[src/rtl/bsdc_pkg.sv]
// Package: shared types and constants of the beam-synced display coprocessor.
package bsdc_pkg;

  // Engine run modes
  localparam logic [2:0] MODE_STOPPED = 3'd0;
  localparam logic [2:0] MODE_FETCH1  = 3'd1;
  localparam logic [2:0] MODE_FETCH2  = 3'd2;
  localparam logic [2:0] MODE_WAITING = 3'd3;
  localparam logic [2:0] MODE_WAKE    = 3'd4;

  // Register offsets owned by this block
  localparam logic [8:0] OFF_COPCON = 9'h02E;
  localparam logic [8:0] OFF_LC1H   = 9'h080;
  localparam logic [8:0] OFF_LC1L   = 9'h082;
  localparam logic [8:0] OFF_LC2H   = 9'h084;
  localparam logic [8:0] OFF_LC2L   = 9'h086;
  localparam logic [8:0] OFF_JMP1   = 9'h088;
  localparam logic [8:0] OFF_JMP2   = 9'h08A;

  // Move protection limits
  localparam logic [8:0] MOVE_DANGER_LO = 9'h040;
  localparam logic [8:0] MOVE_FREE_LO   = 9'h080;

  // Opcode of an input item
  localparam logic OP_TICK = 1'b0;
  localparam logic OP_HOST = 1'b1;

  // One input item
  typedef struct packed {
    logic        opcode;
    logic [7:0]  beam_v;
    logic [7:0]  beam_h;
    logic        dma_on;
    logic [15:0] fetch_word;
    logic [8:0]  reg_offset;
    logic [15:0] reg_value;
  } item_t;

  // Result fields that do not depend on the address width
  typedef struct packed {
    logic        write_valid;
    logic [8:0]  write_offset;
    logic [15:0] write_data;
    logic [2:0]  mode_now;
    logic        write_accepted;
  } res_t;

endpackage

[src/rtl/bsdc_step.sv]
// Single-step update of the coprocessor state for one item.
module bsdc_step #(
  parameter int ADDRESS_BITS = 19
) (
  input  bsdc_pkg::item_t          item,
  input  logic                     danger,
  input  logic [ADDRESS_BITS-1:0]  pc,
  input  logic [ADDRESS_BITS-1:0]  lp1,
  input  logic [ADDRESS_BITS-1:0]  lp2,
  input  logic [15:0]              fw1,
  input  logic [15:0]              sw,
  input  logic [2:0]               mode,
  output logic                     danger_next,
  output logic [ADDRESS_BITS-1:0]  pc_next,
  output logic [ADDRESS_BITS-1:0]  lp1_next,
  output logic [ADDRESS_BITS-1:0]  lp2_next,
  output logic [15:0]              fw1_next,
  output logic [15:0]              sw_next,
  output logic [2:0]               mode_next,
  output bsdc_pkg::res_t           res
);
  import bsdc_pkg::*;

  logic [15:0] sw_sel;
  logic [7:0]  vmask;
  logic [7:0]  hmask;
  logic [15:0] target;
  logic [15:0] beam;
  logic        beam_pass;
  logic [8:0]  move_off;
  logic        move_ok;
  logic        active;
  logic        ow_en;
  logic [8:0]  ow_off;
  logic [15:0] ow_val;
  logic        ow_hit;

  // Beam compare: the second word is the one just fetched in FETCH2
  assign sw_sel    = (mode == MODE_FETCH2) ? item.fetch_word : sw;
  assign vmask     = {1'b1, sw_sel[14:8]};
  assign hmask     = sw_sel[7:0] & 8'hFE;
  assign target    = {fw1[15:8] & vmask, fw1[7:0] & hmask};
  assign beam      = {item.beam_v & vmask, item.beam_h & 8'hFE & hmask};
  assign beam_pass = (beam >= target);

  // Move target and protection check
  assign move_off = {fw1[8:1], 1'b0};
  assign move_ok  = (move_off >= MOVE_DANGER_LO) && ((move_off >= MOVE_FREE_LO) || danger);

  // Engine runs on even color clocks with DMA on
  assign active = (item.opcode == OP_TICK) && item.dma_on && !item.beam_h[0];

  always_comb begin
    danger_next = danger;
    pc_next     = pc;
    lp1_next    = lp1;
    lp2_next    = lp2;
    fw1_next    = fw1;
    sw_next     = sw;
    mode_next   = mode;
    res         = '0;
    ow_en       = 1'b0;
    ow_off      = '0;
    ow_val      = '0;
    ow_hit      = 1'b0;

    // Fetch / wait sequencing
    if (item.opcode == OP_HOST) begin
      ow_en  = 1'b1;
      ow_off = item.reg_offset;
      ow_val = item.reg_value;
    end else if (active) begin
      unique case (mode)
        MODE_FETCH1: begin
          fw1_next  = item.fetch_word;
          pc_next   = pc + ADDRESS_BITS'(2);
          mode_next = MODE_FETCH2;
        end
        MODE_FETCH2: begin
          sw_next = item.fetch_word;
          pc_next = pc + ADDRESS_BITS'(2);
          if (!fw1[0]) begin
            if (!move_ok) begin
              mode_next = MODE_STOPPED;
            end else begin
              mode_next          = MODE_FETCH1;
              res.write_valid    = 1'b1;
              res.write_offset   = move_off;
              res.write_data     = item.fetch_word;
              ow_en              = 1'b1;
              ow_off             = move_off;
              ow_val             = item.fetch_word;
            end
          end else if (!item.fetch_word[0]) begin
            mode_next = MODE_WAITING;
          end else begin
            // skip: one more instruction pair past the current one
            if (beam_pass) pc_next = pc + ADDRESS_BITS'(6);
            mode_next = MODE_FETCH1;
          end
        end
        MODE_WAITING: begin
          if (beam_pass) mode_next = MODE_WAKE;
        end
        MODE_WAKE: begin
          mode_next = MODE_FETCH1;
        end
        default: begin
        end
      endcase
    end

    // Writes to this block's own registers (host or move)
    if (ow_en) begin
      ow_hit = 1'b1;
      unique case (ow_off)
        OFF_COPCON: danger_next = ow_val[1];
        OFF_LC1H:   lp1_next = {ow_val[ADDRESS_BITS-17:0], lp1[15:0]};
        OFF_LC1L:   lp1_next = {lp1[ADDRESS_BITS-1:16], ow_val};
        OFF_LC2H:   lp2_next = {ow_val[ADDRESS_BITS-17:0], lp2[15:0]};
        OFF_LC2L:   lp2_next = {lp2[ADDRESS_BITS-1:16], ow_val};
        OFF_JMP1: begin
          pc_next   = lp1;
          mode_next = MODE_FETCH1;
        end
        OFF_JMP2: begin
          pc_next   = lp2;
          mode_next = MODE_FETCH1;
        end
        default: ow_hit = 1'b0;
      endcase
    end

    res.mode_now       = mode_next;
    res.write_accepted = (item.opcode == OP_HOST) && ow_hit;
  end

endmodule

[src/rtl/beam_synced_display_coprocessor_top.sv]
// Top level of the beam-synced display-list coprocessor.
//
// Usage:
//   Input channel (in_valid / in_stall) carries one item per beam color clock:
//   either a beam tick (opcode 0) with the fetched memory word, or a host
//   register write (opcode 1). Each item gives exactly one result on the
//   output channel (out_valid / out_stall): the MOVE write it issues, the
//   program counter and run mode after the step, and whether a host write
//   hit one of this block's registers.
//   The configuration channel (cfg_valid / cfg_ready) sets the danger bit;
//   cfg_ready drops while an item waits in the input register, and writes
//   are meant for when the block is idle.
//   An accepted item moves from the input register to the output register
//   once that is empty or taken. Throughput: one item per cycle while the
//   receiver does not stall, limited by the single input register.
//   Reset (rst, synchronous) clears pointers, counter, fetched words and the
//   danger bit and puts the engine in the stopped mode; both valids drop.
//   When the receiver stalls, the result holds and the item in the input
//   register waits; in_stall rises only once that register is also full.
module beam_synced_display_coprocessor_top #(
  parameter int ADDRESS_BITS = 19
) (
  input  logic        clk,
  input  logic        rst,
  // configuration
  input  logic        cfg_valid,
  output logic        cfg_ready,
  input  logic        cfg_data,
  // input items
  input  logic        in_valid,
  output logic        in_stall,
  input  logic        opcode,
  input  logic [7:0]  beam_v,
  input  logic [7:0]  beam_h,
  input  logic        dma_on,
  input  logic [15:0] fetch_word,
  input  logic [8:0]  reg_offset,
  input  logic [15:0] reg_value,
  // result items
  output logic        out_valid,
  input  logic        out_stall,
  output logic        write_valid,
  output logic [8:0]  write_offset,
  output logic [15:0] write_data,
  output logic [18:0] fetch_address,
  output logic [2:0]  mode_now,
  output logic        write_accepted
);
  import bsdc_pkg::*;

  // Engine state
  logic                    danger;
  logic [ADDRESS_BITS-1:0] pc;
  logic [ADDRESS_BITS-1:0] lp1;
  logic [ADDRESS_BITS-1:0] lp2;
  logic [15:0]             fw1;
  logic [15:0]             sw;
  logic [2:0]              mode;

  logic                    danger_next;
  logic [ADDRESS_BITS-1:0] pc_next;
  logic [ADDRESS_BITS-1:0] lp1_next;
  logic [ADDRESS_BITS-1:0] lp2_next;
  logic [15:0]             fw1_next;
  logic [15:0]             sw_next;
  logic [2:0]              mode_next;
  res_t                    res;

  // Input register
  logic  in_full;
  item_t item_q;
  item_t item_d;
  logic  advance;
  logic  in_take;
  logic [31:0] pc_wide;

  assign item_d = '{opcode: opcode, beam_v: beam_v, beam_h: beam_h, dma_on: dma_on,
                    fetch_word: fetch_word, reg_offset: reg_offset,
                    reg_value: reg_value};

  // Handshake: output register frees when empty or taken
  assign advance   = in_full && (!out_valid || !out_stall);
  assign in_stall  = in_full && !advance;
  assign in_take   = in_valid && !in_stall;
  assign cfg_ready = !in_full;

  always_ff @(posedge clk) begin
    if (rst) begin
      in_full <= 1'b0;
    end else if (in_take) begin
      in_full <= 1'b1;
    end else if (advance) begin
      in_full <= 1'b0;
    end
  end

  always_ff @(posedge clk) begin
    if (in_take) begin
      item_q <= item_d;
    end
  end

  // Step logic
  bsdc_step #(
    .ADDRESS_BITS(ADDRESS_BITS)
  ) u_step (
    .item        (item_q),
    .danger      (danger),
    .pc          (pc),
    .lp1         (lp1),
    .lp2         (lp2),
    .fw1         (fw1),
    .sw          (sw),
    .mode        (mode),
    .danger_next (danger_next),
    .pc_next     (pc_next),
    .lp1_next    (lp1_next),
    .lp2_next    (lp2_next),
    .fw1_next    (fw1_next),
    .sw_next     (sw_next),
    .mode_next   (mode_next),
    .res         (res)
  );

  // State update on each processed item; config sets the danger bit
  always_ff @(posedge clk) begin
    if (rst) begin
      danger <= 1'b0;
      pc     <= '0;
      lp1    <= '0;
      lp2    <= '0;
      fw1    <= '0;
      sw     <= '0;
      mode   <= MODE_STOPPED;
    end else if (advance) begin
      danger <= danger_next;
      pc     <= pc_next;
      lp1    <= lp1_next;
      lp2    <= lp2_next;
      fw1    <= fw1_next;
      sw     <= sw_next;
      mode   <= mode_next;
    end else if (cfg_valid && cfg_ready) begin
      danger <= cfg_data;
    end
  end

  // Result register
  assign pc_wide = 32'(pc_next);

  always_ff @(posedge clk) begin
    if (rst) begin
      out_valid <= 1'b0;
    end else if (advance) begin
      out_valid <= 1'b1;
    end else if (!out_stall) begin
      out_valid <= 1'b0;
    end
  end

  always_ff @(posedge clk) begin
    if (advance) begin
      write_valid    <= res.write_valid;
      write_offset   <= res.write_offset;
      write_data     <= res.write_data;
      fetch_address  <= pc_wide[18:0];
      mode_now       <= res.mode_now;
      write_accepted <= res.write_accepted;
    end
  end

`ifndef SYNTHESIS
  // A move never reaches the always-protected low offsets
  a_move_protected: assert property (@(posedge clk) disable iff (rst)
    out_valid && write_valid |-> write_offset >= MOVE_DANGER_LO)
    else $error("move write to protected offset");

  // Moves come from ticks, accepted flags from host writes
  a_write_exclusive: assert property (@(posedge clk) disable iff (rst)
    out_valid |-> !(write_valid && write_accepted))
    else $error("write_valid and write_accepted both set");

  // The input side stalls only behind a held result
  a_stall_cause: assert property (@(posedge clk) disable iff (rst)
    in_stall |-> out_valid && out_stall && in_full)
    else $error("input stalled without a held result");

  // A processed item shows up as a result on the next cycle
  a_result_follows: assert property (@(posedge clk) disable iff (rst)
    advance |=> out_valid)
    else $error("processed item produced no result");
`endif

endmodule

[config.mk]
export PLATFORM = sky130hd
export DESIGN_NAME = beam_synced_display_coprocessor_top
export DESIGN_NICKNAME = d
export VERILOG_FILES = /design/src/rtl/bsdc_pkg.sv /design/src/rtl/bsdc_step.sv /design/src/rtl/beam_synced_display_coprocessor_top.sv
export SDC_FILE = /design/constraint.sdc
export NUM_CORES = 1
export LEC_CHECK = 0
export BUFFER_PORTS_ARGS = -buffer_cell sky130_fd_sc_hd__buf_2
export CORE_ASPECT_RATIO = 1.1
export CORE_UTILIZATION = 30
export CTS_BUF_LIST = sky130_fd_sc_hd__clkbuf_4 sky130_fd_sc_hd__clkbuf_8
export DETAILED_ROUTE_END_ITERATION = 10
export SLEW_MARGIN = 10
export SYNTH_ARGS = -nofsm -noshare
export SYNTH_HDL_FRONTEND = slang
export SYNTH_SLANG_ARGS = --single-unit
export TNS_END_PERCENT = 100
[constraint.sdc]
create_clock -name clk -period 4.2 [get_ports clk]
set_clock_uncertainty 0.15 [all_clocks]
set_input_delay 1.05 -clock clk [delete_from_list [all_inputs] [get_ports clk]]
set_output_delay 1.05 -clock clk [all_outputs]
set_load 0.02 [all_outputs]
==> metrics <==
run status finished, final reports clean; Pins Over Slew Limit 0; initial core utilization 0.305; Slowest-stage cell, CP or4_1; H-tree levels 4; detailed placer's ending HPWL approximately 18000 um; Yosys warning count 0; # IOs 117; reg-to-reg startpoint mode[0]; Detail Route Antenna Nets 0; main combinational cell family by area after synthesis simple AND/OR/NAND/NOR gates; Avg Inst Size Synth 9.97 um^2; Port-buffer cells between 100 and 150; drt drc 0; f_max 258 MHz; Netlist Area Pre-Place 9320 um^2; syn_nets 1016; DR WL/cell roughly 17 um; Slowest Stage Delay on Critical Path 0.49 ns; slew margin rel. 0.211; antenna violations before repair 0; pre-CTS setup slack between 0.3 and 0.4 ns; Cell Rows between 60 and 70; GRT Overall Usage 0.164; crit end category register; number of synthesized flops with an enable pin between 100 and 150; Unique masters post-synth between 70 and 80; simple-gate share of the synthesized area 0.193; #FFs+latches synth 200; hold_sp sw[2]; GP Congestion 0.898; Seq/Total Area, Yosys 0.545; crit-path max FO 21; Pleak 3.91 nW; final setup fails 0; Tcrit/Tclk final 0.922; Worst-Skew Late Latency about 0.50 ns; CTS resizes 0; number of fill cells between 3000 and 4000; Synth async-reset ratio 0; CTS tree done; required time worst endpoint 4.29 ns; post-synthesis compound-gate area fraction 0.151; Layout area overhead 15.6%; hold-fix buffers at CTS 0; Final Total Pwr 0.00365 W; Initial DRC Count around 450; crit start category register; layout cells sized above 1 0.185; Worst Path Arrival 3.96 ns; clock tree buffer depth 2; Reg area about 5100 um^2; post-synthesis instance total 934; Buf/Inv on CP 1; first-pass GRT wire length approximately 40000 um; Final Hold Vio Count 0; core area 30500 um^2; via count 7260; # nets final 1118; kind of critical path reg2reg; pwr dens between 300 and 400 nW/um^2; Post-Route WL roughly 25000 um; XOR/XNOR Fraction of Synth Area 0.00658; crit path time final roughly 3.9 ns; total CTS buffers 17; Post CTS Setup Buffer Count 0; CTS clk-pin slew, worst paths 0.11 ns; Die W between 150 and 200 um; full die area 31800 um^2; Min Hold Slack 0.310 ns; # diodes 0; DRT Pass-1 Iters 5; Max VDD drop 0.171 mV; max_cap viols 0; Worst-Margin Slew 1.18 ns; Hold WC Path Type reg2reg; CP most frequent cell mux2i_1; CTS sink count 200; CP Cell Sequence nor3b_2 > buf_12 > mux2i_1 > nor2b_1 > ha_1 > nand4_1 > or3_1 > nor2_1 > a21oi_1 > or4_1 > a21boi_0 > xnor2_1 > mux2i_1; root buffer cell clkbuf_8; Final TNS setup 0 ns; top_reg_cell synth edfxtp_1; GRT overflow 0; final worst slack 0.330 ns; multi-input logic area roughly 3900 um^2; largest net degree at the start of global routing 70; Synth Area in Adders 0.0239; post-synthesis mux area share 0.0432; RSZ-0062 raised after global routing no; chip height approximately 190 um; CP top delay family simple AND/OR/NAND/NOR gates; vias per cell 4.96; crit path launch mode[0]; vias in the first global route 6861
report_power, final:
group          switching [W]  internal, W  leakage [nW]
registers          0.0000368      0.00212          1.79
logic               0.000169    0.0000840          1.92
clock network       0.000781     0.000456         0.201
total               0.000987      0.00266          3.91
flip-flops by register name (all words and copies together), names as in the netlist, 3 cells and up:
name / cells
fetch_address: 19
fw1: 16
item_q: 59
lp1: 19
lp2: 19
mode: 3
mode_now: 3
pc: 19
sw: 14
write_data: 16
write_offset: 8
cells in the mapped netlist (10+ instances only):
cell | count | area share
inv_1 | 19 | 0.0077
and2_1 | 27 | 0.018
o21ai_0 | 29 | 0.016
buf_2 | 10 | 0.0054
nor2_1 | 112 | 0.045
nand2b_1 | 18 | 0.012
edfxtp_1 | 107 | 0.34
nand3_1 | 18 | 0.0097
a31oi_1 | 16 | 0.011
clkbuf_1 | 37 | 0.015
ha_1 | 17 | 0.023
nand2_1 | 111 | 0.045
dfxtp_1 | 93 | 0.20
a21oi_1 | 92 | 0.049
nor3_1 | 13 | 0.0070
a211oi_1 | 24 | 0.019
nor2b_1 | 20 | 0.013
mux2i_1 | 38 | 0.041
per-layer routing:
layer / vias up / GRT usage / routed length, um
met5: - / 0 / 0
met4: 0 / 0.0582 / 535
met3: 31 / 0.0264 / 1190
met1: 3460 / 0.221 / 11500
li1: 3568 / - / -
met2: 201 / 0.263 / 12300
layout by cell type, fill, tap and decap left out, types with 19 or more instances in the layout:
cell,n
buf_4,23
dfxtp_1,93
a211oi_1,24
nor2b_1,19
o21ai_0,29
a21oi_1,92
nand2_1,111
nor2_1,112
and2_1,27
buf_2,115
mux2i_1,38
edfxtp_1,107
layout make-up:
class	instances	share of cell area
tap	414	0.0481
clock buffer	18	0.0224
clock inverter	14	0.0142
multi-input combinational	657	0.363
timing repair buffer	141	0.0750
inverter	19	0.00662
sequential	200	0.471
final timing paths:
| path | to | slack [ns] | depth (start not counted) |
|---|---|---|---|
| setup / recovery | fetch_address[14] | 0.33 | 13 |
| hold / removal | sw[2] | 0.31 | 2 |
| setup reg to reg | fetch_address[14] | 0.33 | 13 |
| hold reg to reg | sw[2] | 0.31 | 2 |
through the flow:
stage,std cells,utilization,instance area [um^2]
CTS,1463,0.353,10800
detailed placement,1431,0.340,10400
finish,1463,0.353,10800
global placement,1431,0.340,10400
global route,1463,0.353,10800
floorplan,934,-,9320
worst register-to-register path, stage by stage (launching register included):
cell      delay [ns]
dfxtp_1         0.34
nor3b_2         0.24
buf_12          0.24
mux2i_1         0.25
nor2b_1         0.07
ha_1            0.30
nand4_1         0.16
or3_1           0.44
nor2_1          0.15
a21oi_1         0.19
or4_1           0.49
a21boi_0        0.34
xnor2_1         0.16
mux2i_1         0.09
kinds of logic (layout without fill, tap and decap cells):
logic type	after synthesis	after routing
buf+inv	77	192
xor+xnor	7	7
simple gates	371	371
flops	200	200
compound gates	220	220
fa+ha+maj	18	18
other cells	1	1
mux	40	40
(Power assumes the default switching activity.)
